===== src/c2p_delay.sv =====
module c2p_delay #(
	parameter int WIDTH = 16,
	parameter int DEPTH = 1
) (
	input  logic             clk,
	input  logic [WIDTH-1:0] din,
	output logic [WIDTH-1:0] dout
);

	// Plain register chain for latency matching
	if (DEPTH == 0) begin : g_none
		assign dout = din;
	end else begin : g_line
		logic [WIDTH-1:0] dly_q [DEPTH];

		always_ff @(posedge clk) begin
			dly_q[0] <= din;
			for (int k = 1; k < DEPTH; k++) begin
				dly_q[k] <= dly_q[k-1];
			end
		end

		assign dout = dly_q[DEPTH-1];
	end

endmodule


===== config.mk =====
export PLATFORM = sky130hd
export DESIGN_NAME = c2p_delay
export DESIGN_NICKNAME = d
export VERILOG_FILES = /design/src/c2p_delay.sv
export SDC_FILE = /design/constraint.sdc
export NUM_CORES = 1
export LEC_CHECK = 0
export BUFFER_PORTS_ARGS = -buffer_cell sky130_fd_sc_hd__buf_2
export CAP_MARGIN = 5
export CORE_AREA = 2 2 39 41
export CTS_CLUSTER_SIZE = 30
export DETAILED_ROUTE_END_ITERATION = 10
export DIE_AREA = 0 0 41 43
export SETUP_SLACK_MARGIN = 0.02
export SYNTH_ARGS = -nofsm -noshare
export SYNTH_HDL_FRONTEND = slang
export SYNTH_SLANG_ARGS = --single-unit

===== constraint.sdc =====
create_clock -name clk -period 0.8 [get_ports clk]
set_input_delay 0.08 -clock clk [delete_from_list [all_inputs] [get_ports clk]]
set_output_delay 0.08 -clock clk [all_outputs]
set_load 0.02 [all_outputs]

==> flow_metrics.tcl <==
set metrics [dict create \
    status "finished, violations left" \
    failed_checks "setup timing" \
    critPathSlowestCell "dfxtp_2" \
    worstSetupEndpointType "output port" \
    timing_worst_slew_pin_value_ns 0.0918 \
    routed_wire_length_per_instance_um 10.0 \
    drt-pass1-iter-count 1 \
    yosys_register_bits 16 \
    overflow_left_after_global_routing 0 \
    path_depth 1 \
    die_footprint_sq_um 1760 \
    cts_root_buffer "clkbuf_4" \
    stdcell_count 84 \
    routed_wl_um 844 \
    finalNetCount 86 \
    grt_setup_unrepaired "true" \
    startpoint_type "register" \
    ratio_of_routed_vias_to_standard_cells 3.75 \
    critical_path_class "reg2out" \
    largest_register_ffs 16 \
    critical_path_required_ns 0.72 \
    core_sq_um 1380 \
    leakagePower_nw 0.383 \
    final_core_util_pct 59.0 \
    numPortBuffers 32 \
    gr-usage-all-layers_pct 9.51 \
    number_of_antenna_violations_at_the_first_check_in_global_routing 0 \
    drc_errors 0 \
    crit_path_max_fanout 1 \
    synth_area_sq_um 320 \
    post-route-worst-setup-slack_ns -0.0122 \
    routed-via-count 315 \
    place_congestion 0.638 \
    clock_sink_count 16 \
    numCtsBuffers 3 \
    critical_path.n_buffers_inverters 1 \
    clk_transition_reported_paths_ns 0.09 \
    number_of_top_level_design_ports 33 \
    cts_setup_buffers 0 \
    cell_variety_after_synth 1 \
    hold_class "in2reg" \
    pre_cts_slack_ns 0.282 \
    synth_top_cells_by_area "dfxtp_1 100%" \
    first_global_vias 310 \
    critical_path.cell_chain "buf_6" \
    synthCells 16 \
    top_regs "g_line.dly_q (16)" \
    netlist.area_leader.share_pct 100 \
    hp_start "din[9]" \
    placement.cell_area_sq_um 500 \
    initial_utilization_pct 23.1 \
    power.density_nw_per_um2 1990 \
    finalMaxSlewViolations 0 \
    hold_critical_path_depth 2 \
    critical-path-max-stage-delay_ns 0.35 \
    diodes 0 \
    cp_top_family "flip-flops" \
    fmax_ghz 1.23 \
    dp_cells 64 \
    largest_register "g_line.dly_q" \
    grt_start_max_net_pins 10 \
    synth_area_leader_cell "dfxtp_1" \
    finalSetupViolCount 9 \
    total_power_mw 1.62 \
    ant_nets 0 \
    finalCritPeriodShare_pct 102 \
    grt_first_pass_wirelength_um 1090 \
    synthesis.yosys.warnings 0 \
    worst_slew_margin_rel_pct 93.9 \
    area.growth.synth_to_final_pct 155 \
    critPathArrivalTime_ns 0.73 \
    cts_max_path_buffers 2 \
    timing.hold.worst_endpoint "g_line.dly_q[0][9]$_DFF_P_" \
    die_w_um 41 \
    seq_area_frac_synth_pct 100 \
    timing_hold_violations_final 0 \
    ctsHtreeMaxLevel 1 \
    die_h_um 43 \
    fp-row-count 14 \
    fillCellCount 112 \
    vdd_drop_max_v 0.000915 \
    drive_above_1_share_pct 76.5 \
    drt-initial-drc-count 0 \
    postSynthNetCount 33 \
    layout_common_cells "16 x dfxtp_2, 16 x dlygate4sd3_1, 16 x buf_2, 16 x buf_6, 3 x clkbuf_4" \
    postSynthAreaPerCell_sq_um 20.0 \
    timing.final.crit_period_ns 0.812 \
    layout.comb_gates.multi_input 0 \
    max_cap_viol_count 0 \
    final_area_sq_um 817 \
    multi_input_comb_area_sq_um 0 \
    cts_tree "done" \
]
==> cell families after synthesis <==
family / synth area share [%]
DFF: 100
==> power by group <==
part / total [mW] / internal (mW) / switching [mW]
logic: 0.242 / 0.155 / 0.0879
clock network: 0.513 / 0.276 / 0.237
registers: 0.867 / 0.847 / 0.0195
total: 1.62 / 1.28 / 0.344
==> synthesized netlist by cell type <==
master and number:
dfxtp_1 16
==> area by class of cell <==
class | instances | area, sq um | area share, %
repair buffers | 48 | 420 | 51.5
well taps | 16 | 20.0 | 2.45
clock buffers | 4 | 36.3 | 4.44
flip-flops and latches | 16 | 340 | 41.7
==> metal layers <==
layer / vias up / track usage, % / part of all wire [%]
li1: 152 / - / -
met4: 0 / 6.00 / 0
met1: 138 / 8.91 / 35
met3: 0 / 3.14 / 12
met2: 25 / 16.3 / 53
met5: - / 0 / 0
==> stage by stage <==
| stage | hold WS, ns | TNS, ns |
|---|---|---|
| after detailed placement | 0.184 | 0 |
| after CTS | 0.413 | -0.205 |
| after floorplan | 0.108 | 0 |
| after global routing | 0.425 | -0.496 |
| after global placement | 0.182 | 0 |
| final | 0.424 | -0.0207 |
==> what timing repair did <==
action	CTS	global route
setup endpoints to repair	16	16
hold endpoints to repair	16	0
gates resized for setup	48	0
hold buffers	16	0
==> how the worst max path moves through the flow <==
stage / start / to / slack (ns)
after detailed placement: g_line.dly_q[0][11]$_DFF_P_ / dout[11] / 0.28
final: g_line.dly_q[0][0]$_DFF_P_ / dout[0] / -0.01
after global routing: g_line.dly_q[0][0]$_DFF_P_ / dout[0] / -0.05
after CTS: g_line.dly_q[0][9]$_DFF_P_ / dout[9] / -0.02
after global placement: g_line.dly_q[0][4]$_DFF_P_ / dout[4] / 0.28
after floorplan: g_line.dly_q[0][0]$_DFF_P_ / dout[0] / 0.32
Power figures use the tool's default switching activity.
