[config.mk]
export PLATFORM = sky130hd
export DESIGN_NAME = c2p_sqrt
export DESIGN_NICKNAME = d
export VERILOG_FILES = /design/src/c2p_pkg.sv /design/src/c2p_sqrt.sv
export SDC_FILE = /design/constraint.sdc
export NUM_CORES = 2
export LEC_CHECK = 0
export BUFFER_PORTS_ARGS = -buffer_cell sky130_fd_sc_hd__buf_4
export CORE_UTILIZATION = 58
export DETAILED_ROUTE_END_ITERATION = 10
export GPL_TIMING_DRIVEN = 0
export PLACE_DENSITY = 0.86
export SLEW_MARGIN = 30
export SYNTH_ARGS = -nofsm -noshare
export SYNTH_HDL_FRONTEND = slang
export SYNTH_SLANG_ARGS = --single-unit
[constraint.sdc]
create_clock -name clk -period 6.8 [get_ports clk]
set_input_delay 1.36 -clock clk [delete_from_list [all_inputs] [get_ports clk]]
set_output_delay 1.36 -clock clk [all_outputs]
set_load 0.02 [all_outputs]
[src/c2p_pkg.sv]
package c2p_pkg;

	// Port widths
	localparam int IN_W  = 16;
	localparam int MAG_W = 16;
	localparam int ANG_W = 15;

	// Internal widths: CORDIC x/y hold |v| << 16 plus gain, z is in 2^-22 degree
	localparam int X_W = 35;
	localparam int Z_W = 31;

	// Sum of squares and its root
	localparam int SQ_W   = 31;
	localparam int SUM_W  = 32;
	localparam int ROOT_W = 16;

	// Squares, sum, one stage per root bit, rounding
	localparam int SQRT_LAT = ROOT_W + 3;

	// Angle constants in 1/64 degree
	localparam logic [ANG_W-1:0] HALF_TURN = 15'd11520;
	localparam logic [ANG_W-1:0] FULL_TURN = 15'd23040;

	// 90 degrees in 2^-22 degree units
	localparam logic signed [Z_W-1:0] Z_QUARTER = 31'sd377487360;
	localparam logic signed [Z_W-1:0] Z_HALF_LSB = 31'sd32768;

	// atan(2^-i) in 2^-22 degree units
	localparam int ATAN_ENTRIES = 24;
	localparam logic signed [Z_W-1:0] ATAN_DEG_Q22 [ATAN_ENTRIES] = '{
		31'sd188743680, 31'sd111421900, 31'sd58872272, 31'sd29884485,
		31'sd15000234,  31'sd7507429,   31'sd3754631,  31'sd1877430,
		31'sd938729,    31'sd469366,    31'sd234683,   31'sd117342,
		31'sd58671,     31'sd29335,     31'sd14668,    31'sd7334,
		31'sd3667,      31'sd1833,      31'sd917,      31'sd458,
		31'sd229,       31'sd115,       31'sd57,       31'sd29
	};

	// Sign information carried alongside the CORDIC data
	typedef struct packed {
		logic re_neg;
		logic im_neg;
	} c2p_quad_t;

endpackage

[src/c2p_sqrt.sv]
module c2p_sqrt (
	input  logic                       clk,
	input  logic [c2p_pkg::IN_W-1:0]   ax,
	input  logic [c2p_pkg::IN_W-1:0]   ay,
	output logic [c2p_pkg::MAG_W-1:0]  mag
);

	import c2p_pkg::*;

	logic [SQ_W-1:0]   sqa_s1, sqb_s1;
	logic [SUM_W-1:0]  sum_s2;
	logic [ROOT_W-1:0] root_s [ROOT_W];
	logic [SUM_W-1:0]  rem_s  [ROOT_W];
	logic [MAG_W-1:0]  mag_s3;

	// Squares
	always_ff @(posedge clk) begin
		sqa_s1 <= SQ_W'(ax) * SQ_W'(ax);
		sqb_s1 <= SQ_W'(ay) * SQ_W'(ay);
	end

	// Sum of squares
	always_ff @(posedge clk) begin
		sum_s2 <= SUM_W'(sqa_s1) + SUM_W'(sqb_s1);
	end

	// One root bit per stage, MSB first; rem tracks sum - root^2
	for (genvar j = 0; j < ROOT_W; j++) begin : g_digit
		localparam int K = ROOT_W - 1 - j;
		logic [ROOT_W-1:0] root_in;
		logic [SUM_W-1:0]  rem_in;
		logic [SUM_W+1:0]  trial;

		if (j == 0) begin : g_first
			assign root_in = '0;
			assign rem_in  = sum_s2;
		end else begin : g_next
			assign root_in = root_s[j-1];
			assign rem_in  = rem_s[j-1];
		end

		// (r + 2^K)^2 - r^2
		assign trial = ((SUM_W+2)'(root_in) << (K + 1)) + ((SUM_W+2)'(1) << (2 * K));

		always_ff @(posedge clk) begin
			if ((SUM_W+2)'(rem_in) >= trial) begin
				rem_s[j]  <= SUM_W'((SUM_W+2)'(rem_in) - trial);
				root_s[j] <= root_in | (ROOT_W'(1) << K);
			end else begin
				rem_s[j]  <= rem_in;
				root_s[j] <= root_in;
			end
		end
	end

	// Round to nearest: bump when the remainder exceeds the root
	always_ff @(posedge clk) begin
		if (rem_s[ROOT_W-1] > SUM_W'(root_s[ROOT_W-1])) begin
			mag_s3 <= MAG_W'(root_s[ROOT_W-1]) + MAG_W'(1);
		end else begin
			mag_s3 <= MAG_W'(root_s[ROOT_W-1]);
		end
	end

	assign mag = mag_s3;

endmodule

==> run_results.csv <==
group,metric,value,unit
run_status,status,"finished, final reports clean",
cells_and_area,final_layout_size_suffix_gt1_share,7.11,%
synth,seq_area_frac_synth,35.7,%
die,core_area,0.0719,sq mm
timing,timing.final.crit_period,6660,ps
clock_tree,cts.path.max_buffers,3,
cells_and_area,nets,5241,
timing,hold_viol,0,
worst_setup_path,path_class,"in -> reg",
job,max-cap-violations,0,
global_route,antenna_found_initial,0,
cells_and_area,num_antenna_cells,0,
timing,max_freq,150,MHz
die,die_x,272,microns
worst_setup_path,crit_required,7290,ps
clock_tree,cts_sinks,756,
synth,synthCells,4369,
route,drt_wl_total,91.6,mm
route,wl_per_cell,16.7,microns
clock_tree,clk_pin_slew_worst_paths,60,ps
die,die_h,272,microns
place,io_buffers,46,
die,initial_core_util,59.0,%
timing,worst_pin_slew,973,ps
worst_setup_path,worstPathArrival,7150,ps
route,drtIter0Drc,1912,
timing,setup_viol,0,
clock_tree,clock_latency,620,ps
timing,fin_skew,22.3,ps
route,route.vias.total,30500,
hold_path,hold_path.class,"reg -> reg",
die,die-area,0.0742,sq mm
global_route,grt_pass1_wl,150,mm
synth,async_reset_ff_share,0,%
timing,final.period_utilization,97.9,%
die,rows,98,
synth,yosysWarnings,0,
synth,synth_ff_type,"dfxtp_1",
clock_tree,root_buffer,"clkbuf_16",
timing,timing.final.max_slew_violations,0,
global_route,track_usage,24.8,%
die,pin_count,49,
synth,netlist_area,0.0424,sq mm
place,dp.final_hpwl,69.9,mm
global_route,grt_overflow,0,
worst_setup_path,critPathCaptureType,"register",
synth,synth.distinct_cells,80,
clock_tree,tritoncts,"built",
worst_setup_path,start_kind,"primary input",
cells_and_area,fin_util,65.2,%
synth,synth_nets,5124,
clock_tree,cts_hold_buffers,0,
timing,tns,0,ps
route,drc,0,
timing,slew_headroom,34.6,%
cells_and_area,final_common_cell,"dfxtp_1",
clock_tree,cts_made_buffers,71,
cells_and_area,syn_to_final_growth,10.5,%
cells_and_area,final_cell_mix,"dfxtp_1 (756), inv_1 (710), ha_1 (393)",
cells_and_area,fillers,5282,
global_route,grt_pass1_vias,31900,
worst_setup_path,path_max_fanout,7,
route,drt-vias-per-instance,5.55,
clock_tree,htreeDepth,3,
synth,synth_edf_count,0,
synth,synth-seq-cells,756,
synth,synth_area_per_cell,9.71,sq um
route,ant_nets,0,
place,gp_congestion,0.918,
route,dr.pass1.iters,5,
global_route,grt_start_max_net_pins,19,
## final cells by class
| type | instances | area (sq um) | area share (%) |
|---|---|---|---|
| Inverter | 713 | 2680 | 5.73 |
| Timing Repair Buffer | 58 | 468 | 0.998 |
| Sequential cell | 756 | 15100 | 32.3 |
| Multi-Input combinational cell | 2829 | 24500 | 52.3 |
| Clock buffer | 90 | 2000 | 4.27 |
| Clock inverter | 38 | 454 | 0.969 |
| Buffer | 57 | 405 | 0.865 |
| Tap cell | 950 | 1190 | 2.54 |
## synthesized netlist by cell type (all sizes together) (78+ instances only)
cell type | n | area, sq um
dfxtp | 756 | 15100
inv | 713 | 2680
ha | 397 | 4970
fa | 325 | 6510
nand2 | 317 | 1190
nor2 | 219 | 825
xnor2 | 202 | 1780
a21oi | 190 | 955
o21ai | 159 | 800
xor2 | 128 | 1120
and2 | 102 | 638
nor3 | 94 | 480
nor4 | 78 | 507
## critical path: stages
cell      delay, ps
buf_4           140
inv_1           210
nor2_4           70
fa_1            550
inv_1            50
fa_1            470
inv_1            60
fa_1            500
fa_1            500
fa_1            480
inv_1            50
fa_1            530
inv_1            60
ha_1            300
clkbuf_8        160
a21o_1          220
a221o_1         320
a21o_1          180
nand2_1          70
o41a_1          240
o21ai_2          90
a221oi_1        290
o21bai_1        120
xnor2_1         130
## metrics by stage
stage          hold WS [ps]  setup WS [ps]  std cells  area, sq um
2_1_floorplan           322           5.60       4369        42600
3_3_place_gp            327           -825       5365        44100
3_5_place_dp            333           -875       5365        44100
4_1_cts                 328           1.91       5485        46600
5_1_grt                 340          -45.9       5491        46900
6_report                335            144       5491        46900
## cells by family (layout without fill, tap and decap cells)
family	Yosys count	after routing	share of synthesized area, %
simple gates	1112	1112	13.2
flops	756	756	35.7
xor+xnor	330	330	6.83
compound gates	634	634	9.37
mux	31	31	0.835
fa+ha+maj	722	722	27.1
buf+inv	784	956	7.00
## per-layer routing
layer  routed length (microns)  GRT usage [%]  vias to the layer above
li1                          -              -                    14500
met1                     35400           27.9                    14800
met2                     47600           45.8                      869
met3                      4140           3.14                      274
met4                      4360           12.5                        0
met5                         0              0                        -
## flip-flops by register name (all words and copies together), names as in the netlist
name            count
rem_s             512
root_s            136
g_digit.rem_in     32
sqa_s1             30
sqb_s1             30
mag                16
## final timing paths
path / startpoint / cells past startpoint / slack (ps) / endpoint
setup / recovery: ay[3] / 24 / 140 / sqb_s1[30]$_DFF_P_
hold / removal: rem_s[2][2]$_DFF_P_ / 0 / 340 / rem_s[3][2]$_DFF_P_
setup reg to reg: root_s[12][3]$_DFF_P_ / 12 / 3110 / rem_s[13][15]$_DFF_P_
hold reg to reg: rem_s[2][2]$_DFF_P_ / 0 / 340 / rem_s[3][2]$_DFF_P_
## repair_timing
item                                    4_1_cts  5_1_grt
endpoints found under the setup margin        9       15
hold endpoints to repair                      0        0
setup buffers                                 1       10
gates resized for setup                      17       78
pin swaps                                     0       22
gates cloned                                  0        1
Power is left out: the tool's default activity adds up to more than one toggle a clock period on the data nets, which glitch-free logic cannot reach.
