$ cat src/c2p_pkg.sv
package c2p_pkg;

	// Port widths
	localparam int IN_W  = 16;
	localparam int MAG_W = 16;
	localparam int ANG_W = 15;

	// Internal widths: CORDIC x/y hold |v| << 16 plus gain, z is in 2^-22 degree
	localparam int X_W = 35;
	localparam int Z_W = 31;

	// Sum of squares and its root
	localparam int SQ_W   = 31;
	localparam int SUM_W  = 32;
	localparam int ROOT_W = 16;

	// Squares, sum, one stage per root bit, rounding
	localparam int SQRT_LAT = ROOT_W + 3;

	// Angle constants in 1/64 degree
	localparam logic [ANG_W-1:0] HALF_TURN = 15'd11520;
	localparam logic [ANG_W-1:0] FULL_TURN = 15'd23040;

	// 90 degrees in 2^-22 degree units
	localparam logic signed [Z_W-1:0] Z_QUARTER = 31'sd377487360;
	localparam logic signed [Z_W-1:0] Z_HALF_LSB = 31'sd32768;

	// atan(2^-i) in 2^-22 degree units
	localparam int ATAN_ENTRIES = 24;
	localparam logic signed [Z_W-1:0] ATAN_DEG_Q22 [ATAN_ENTRIES] = '{
		31'sd188743680, 31'sd111421900, 31'sd58872272, 31'sd29884485,
		31'sd15000234,  31'sd7507429,   31'sd3754631,  31'sd1877430,
		31'sd938729,    31'sd469366,    31'sd234683,   31'sd117342,
		31'sd58671,     31'sd29335,     31'sd14668,    31'sd7334,
		31'sd3667,      31'sd1833,      31'sd917,      31'sd458,
		31'sd229,       31'sd115,       31'sd57,       31'sd29
	};

	// Sign information carried alongside the CORDIC data
	typedef struct packed {
		logic re_neg;
		logic im_neg;
	} c2p_quad_t;

endpackage

$ cat src/c2p_cordic.sv
module c2p_cordic #(
	parameter int N_STAGES = 16
) (
	input  logic                      clk,
	input  logic [c2p_pkg::IN_W-1:0]  ax,
	input  logic [c2p_pkg::IN_W-1:0]  ay,
	input  c2p_pkg::c2p_quad_t        quad,
	output logic [c2p_pkg::ANG_W-1:0] angle
);

	import c2p_pkg::*;

	logic signed [X_W-1:0] x_s [N_STAGES];
	logic signed [X_W-1:0] y_s [N_STAGES];
	logic signed [Z_W-1:0] z_s [N_STAGES];
	c2p_quad_t             q_s [N_STAGES];

	logic signed [Z_W-1:0] z_clamp, z_rnd;
	logic [12:0]           t_first;
	logic [ANG_W-1:0]      ang_map;
	logic [ANG_W-1:0]      ang_sf;

	// Vectoring micro-rotations, one per stage
	for (genvar j = 0; j < N_STAGES; j++) begin : g_rot
		logic signed [X_W-1:0] x_in, y_in;
		logic signed [Z_W-1:0] z_in;
		c2p_quad_t             q_in;

		if (j == 0) begin : g_first
			assign x_in = X_W'({ax, 16'h0000});
			assign y_in = X_W'({ay, 16'h0000});
			assign z_in = '0;
			assign q_in = quad;
		end else begin : g_next
			assign x_in = x_s[j-1];
			assign y_in = y_s[j-1];
			assign z_in = z_s[j-1];
			assign q_in = q_s[j-1];
		end

		always_ff @(posedge clk) begin
			q_s[j] <= q_in;
			if (y_in > 0) begin
				x_s[j] <= x_in + (y_in >>> j);
				y_s[j] <= y_in - (x_in >>> j);
				z_s[j] <= z_in + ATAN_DEG_Q22[j];
			end else begin
				x_s[j] <= x_in - (y_in >>> j);
				y_s[j] <= y_in + (x_in >>> j);
				z_s[j] <= z_in - ATAN_DEG_Q22[j];
			end
		end
	end

	// Clamp to 0..90 deg, round to 1/64 deg, map back to the sample's quadrant
	always_comb begin
		if (z_s[N_STAGES-1] < 0) begin
			z_clamp = '0;
		end else if (z_s[N_STAGES-1] > Z_QUARTER) begin
			z_clamp = Z_QUARTER;
		end else begin
			z_clamp = z_s[N_STAGES-1];
		end
		z_rnd   = z_clamp + Z_HALF_LSB;
		t_first = z_rnd[28:16];

		if (!q_s[N_STAGES-1].im_neg) begin
			ang_map = q_s[N_STAGES-1].re_neg ? HALF_TURN - ANG_W'(t_first) : ANG_W'(t_first);
		end else begin
			ang_map = q_s[N_STAGES-1].re_neg ? HALF_TURN + ANG_W'(t_first)
			                                 : FULL_TURN - ANG_W'(t_first);
		end
		if (ang_map == FULL_TURN) begin
			ang_map = '0;
		end
	end

	always_ff @(posedge clk) begin
		ang_sf <= ang_map;
	end

	assign angle = ang_sf;

endmodule

$ cat config.mk
export PLATFORM = sky130hd
export DESIGN_NAME = c2p_cordic
export DESIGN_NICKNAME = d
export VERILOG_FILES = /design/src/c2p_pkg.sv /design/src/c2p_cordic.sv
export SDC_FILE = /design/constraint.sdc
export NUM_CORES = 2
export LEC_CHECK = 0
export ABC_AREA = 1
export BUFFER_PORTS_ARGS = -buffer_cell sky130_fd_sc_hd__buf_4
export CORE_ASPECT_RATIO = 2
export CORE_MARGIN = 1.5
export CORE_UTILIZATION = 65
export CTS_BUF_LIST = sky130_fd_sc_hd__clkbuf_8
export DETAILED_ROUTE_END_ITERATION = 10
export PLACE_DENSITY = 0.81
export SLEW_MARGIN = 40
export SYNTH_ARGS = -nofsm -noshare
export SYNTH_HDL_FRONTEND = slang
export SYNTH_SLANG_ARGS = --single-unit
$ cat constraint.sdc
create_clock -name clk -period 13.1 [get_ports clk]
set_input_delay 2.62 -clock clk [delete_from_list [all_inputs] [get_ports clk]]
set_output_delay 2.62 -clock clk [all_outputs]
set_load 0.005 [all_outputs]
==> results of run 1 <==
-- Yosys cell counts, types with 81 or more instances --
| library cell | n |
|---|---|
| a21boi_0 | 85 |
| a21o_1 | 81 |
| a21oi_1 | 1409 |
| a31oi_1 | 124 |
| dfxtp_1 | 1333 |
| ha_1 | 1269 |
| inv_1 | 1625 |
| nand2_1 | 2198 |
| nand3_1 | 475 |
| nand4_1 | 148 |
| nor2_1 | 1345 |
| nor3_1 | 275 |
| nor4_1 | 141 |
| o21a_1 | 91 |
| o21ai_0 | 769 |
| o21ai_1 | 111 |
| o21bai_1 | 86 |
| xnor2_1 | 545 |
| xor2_1 | 1213 |
-- per-stage QoR --
stage	hold WS, ns	setup WS (ns)
detailed placement	0.3121	6.483
global placement	0.3105	6.365
CTS	0.3203	6.458
floorplan	0.3096	8.286
-- cell families after synthesis --
logic type,share of synthesized area (%)
simple gates,19.38
mux,0.01950
xor+xnor,15.07
flops,25.99
compound gates,16.77
fa+ha+maj,16.30
buf+inv,6.477
-- layer usage --
metal / GRT overflow / track usage, %
met2: 171 / 90.38
met5: 0 / 10.18
met3: 3 / 36.15
met1: 2 / 48.78
met4: 152 / 72.30
==> results.py, run 1 <==
metrics = {
    "outcome": {
        "outcome": "did not finish",
        "stop_stage": "global routing",
        "tool.error": "[ERROR GRT-0116] Global routing finished with congestion. Check the congestion regions in the DRC Viewer.",
    },
    "yosys": {
        "synth.yosys.seq_area_share_pct": 25.99,
        "yosys.area.top_type": "dfxtp_1",
        "yosysWarnings": 0,
        "synth_edf_count": 0,
        "synth_cells": 13920,
        "postSynthAreaPerCell_um2": 7.375,
        "ys_types": 78,
        "synth_ff_type": "dfxtp_1",
        "synth_area_um2": 102700,
        "synth_seq_cells": 1333,
        "ys_top_cells_by_area": "dfxtp_1 (26%), ha_1 (15%), xor2_1 (10%), nand2_1 (8.0%), a21oi_1 (6.9%)",
        "yosysTopAreaCellShare_pct": 25.99,
        "async_flop_share_pct": 0,
        "syn_nets": 15270,
    },
    "floorplanning": {
        "ios": 50,
        "initial_utilization_pct": 65.32,
        "die-height_um": 565.1,
        "core.rowCount": 206,
        "dieWidth_um": 284.1,
    },
    "placed_design": {
        "dp_hpwl_um": 323200,
        "gp_congestion": 1.215,
        "port_buffers": 49,
        "place_area_um2": 105600,
        "place_inst": 15990,
    },
    "clock_tree": {
        "root_buffer": "clkbuf_8",
        "hold_buffers": 0,
        "clock_sinks": 1333,
        "cts.path.max_buffers": 4,
        "htree_num_levels": 4,
        "cts_setup_buffers": 0,
        "cts_buffers": 197,
        "post_cts_resized": 0,
    },
    "global_route": {
        "grt_max_degree": 56,
        "grt_pass1_vias": 116200,
        "grt_overflow_total": 328,
        "grt_use_total_pct": 59.79,
        "grt_pass1_wl_um": 731700,
    },
}
==> inputs of run 2 (changes only) <==
CORE_ASPECT_RATIO = unset   (was 2)
CORE_UTILIZATION = 40   (was 65)
CTS_BUF_LIST = unset   (was sky130_fd_sc_hd__clkbuf_8)
PLACE_DENSITY = unset   (was 0.81)
PLACE_DENSITY_LB_ADDON = 0.15   (was unset)
==> run 2 against run 1 <==
Net effect:
- the flow now finishes without violations
- synthesized area unchanged
- synthesized cell count stayed put
==> results.py, run 2 <==
metrics = {
    "outcome": {
        "outcome": "completed",
    },
    "routing": {
        "drc": 0,
        "wl_per_cell_um": 16.94,
        "vias": 90840,
        "detail-route-antenna-nets": 0,
        "drt_iter0_drc": 6102,
        "routed_wl_um": 297600,
        "viasPerCell": 5.172,
        "first_pass_iters": 6,
    },
    "floorplanning": {
        "ios": 50,
        "initial_utilization_pct": 40.33,
        "core_um2": 254600,
        "die-height_um": 509.7,
        "core.rowCount": 185,
        "dieWidth_um": 509.7,
        "die_area_um2": 259800,
    },
    "clock_tree": {
        "clock_sinks": 1333,
        "cts_setup_buffers": 0,
        "cts.path.max_buffers": 3,
        "htree_num_levels": 4,
        "clk_latency_ns": 0.83,
        "post_cts_resized": 0,
        "cts_buffers": 162,
        "cts_tree": "yes",
        "root_buffer": "clkbuf_16",
        "hold_buffers": 0,
        "clk_transition_reported_paths_ns": 0.06,
    },
    "global_route": {
        "grt_pass1_vias": 87460,
        "grt_pass1_wl_um": 473300,
        "antenna_found_initial": 1,
        "grt_max_degree": 60,
        "grt_use_total_pct": 22.42,
        "grt_overflow_total": 0,
    },
    "sta": {
        "relSlewSlack_pct": 36.75,
        "grt_setup_unrepaired": "no",
        "max_freq_ghz": 0.1656,
        "finalCriticalPeriod_ns": 6.039,
        "finalClockSkew_ns": 0.04494,
        "slew_violations": 0,
        "setup-violations-final": 0,
        "worst_pin_slew_ns": 0.9389,
        "hold_viol_final": 0,
        "fin_crit_sh_pct": 46.10,
        "setup_tns_ns": 0,
    },
    "placed_design": {
        "dp_hpwl_um": 248600,
        "port_buffers": 49,
        "place_inst": 17260,
        "gp_congestion": 0.9316,
    },
    "critical_path": {
        "start_kind": "flop",
        "slowest_stage": "nor4_1",
        "path_class": "flop to flop",
        "critPathMaxFanout": 59,
        "slowest_delay_ns": 0.61,
        "path_buf_inv": 5,
        "arrival_ns": 6.76,
        "crit_required_ns": 13.82,
        "crit_family": "compound AO/OA/AOI/OAI gates",
        "crit_chain": "inv_1, ha_1, nand2_1, nor4_1, nand4_1, nand2_2, buf_4, inv_2, o21ai_0, ha_1, inv_1, fa_1, inv_1, nand3_1, nand2_1, a21oi_1, o21bai_1, a21oi_1, o21ai_0, a21boi_1, o21ai_0, a21oi_1, o21ai_1, xor2_1",
        "critPathCaptureType": "flop",
    },
    "yosys": {
        "synth_common_cells": "nand2_1 (2198), inv_1 (1625), a21oi_1 (1409)",
        "yosysWarnings": 0,
        "synth_edf_count": 0,
        "ys_types": 78,
        "yosysMostFrequentCell": "nand2_1",
        "ys_top_cells_by_area": "dfxtp_1 (26%), ha_1 (15%), xor2_1 (10%), nand2_1 (8.0%), a21oi_1 (6.9%)",
        "synth_seq_cells": 1333,
        "synth.yosys.seq_area_share_pct": 25.99,
        "syn_nets": 15270,
        "async_flop_share_pct": 0,
        "synth_cells": 13920,
        "synth_area_um2": 102700,
        "yosys.area.top_type": "dfxtp_1",
        "synth_ff_type": "dfxtp_1",
        "postSynthAreaPerCell_um2": 7.375,
        "yosysTopAreaCellShare_pct": 25.99,
    },
    "final_layout": {
        "layout_commonest_cell": "nand2_1",
        "final_cells": 17570,
        "largest-register": "y_s",
        "largest_reg_flops": 457,
        "drive_gt1_share_pct": 3.480,
        "final_cell_mix": "nand2_1 (2193), inv_1 (1624), a21oi_1 (1407)",
        "nNetsFinal": 15410,
        "reg_top3": "y_s: 457 flops, z_s: 415 flops, x_s: 414 flops",
        "area_growth_pct": 9.926,
    },
    "job": {
        "drv_cap": 0,
    },
    "worst_hold_path": {
        "hold_path_class": "flop to flop",
    },
}
==> run 2: cell counts after synthesis <==
Identical to the previous run, type by type.
==> run 2: area by class of cell <==
type                            instances  area (um2)
Clock inverter                         91        1324
Timing Repair Buffer                   69       514.2
Fill cell                           26410      141700
Tap cell                             3366        4212
Clock buffer                          208        4541
Antenna cell                            2       5.005
Sequential cell                      1333       26690
Inverter                             1653        6215
Multi-Input combinational cell      10840       69390
==> run 2: worst register-to-register path: stages (launching register included) <==
cell	delay, ns
dfxtp_1	0.33
inv_1	0.13
ha_1	0.26
nand2_1	0.08
nor4_1	0.61
nand4_1	0.38
nand2_2	0.13
buf_4	0.56
inv_2	0.53
o21ai_0	0.31
ha_1	0.21
inv_1	0.06
fa_1	0.40
inv_1	0.08
nand3_1	0.06
nand2_1	0.11
a21oi_1	0.09
o21bai_1	0.13
a21oi_1	0.10
o21ai_0	0.38
a21boi_1	0.25
o21ai_0	0.33
a21oi_1	0.16
o21ai_1	0.17
xor2_1	0.14
==> run 2: kinds of logic (layout without fill, tap and decap cells) <==
| family | after synthesis | in the layout | synth area share [%] |
|---|---|---|---|
| XOR/XNOR | 1762 | 1762 | 15.07 |
| flip-flops | 1333 | 1333 | 25.99 |
| adder cells (fa/ha/maj) | 1312 | 1312 | 16.30 |
| AND/OR/NAND/NOR | 4716 | 4716 | 19.38 |
| other | 0 | 2 | 0 |
| multiplexers | 2 | 2 | 0.01950 |
| buffers and inverters | 1748 | 2021 | 6.477 |
| AO/OA/AOI/OAI | 3051 | 3051 | 16.77 |
==> run 2: routing by layer <==
layer  track usage [%]  wire (um)
met5                 0          0
met4             6.169       7573
met2             37.31     134900
met1             30.52     142400
met3             2.440      12670
==> run 2: stage by stage <==
step | area (um2) | hold slack, ns | util [%] | worst slack [ns]
detailed placement | 107000 | 0.3128 | 42.03 | 7.210
global route | 112900 | 0.3113 | 44.33 | 6.541
global placement | 107000 | 0.3102 | 42.02 | 7.066
floorplan | 102700 | 0.3096 | - | 8.286
finish | 112900 | 0.3077 | 44.33 | 7.061
CTS | 112900 | 0.3159 | 44.33 | 7.201
==> run 2: worst paths after layout <==
| path | from | end | cells after the start | slack, ns |
|---|---|---|---|---|
| max | y_s[0][181] | y_s[0][235] | 24 | 7.06 |
| min | q_s[1][7] | q_s[1][9] | 0 | 0.31 |
| max reg2reg | y_s[0][181] | y_s[0][235] | 24 | 7.06 |
| min reg2reg | q_s[1][7] | q_s[1][9] | 0 | 0.31 |
Power of run 2 is not shown: default switching activity piles up to over one toggle a cycle in this logic, so the estimate is an artifact.
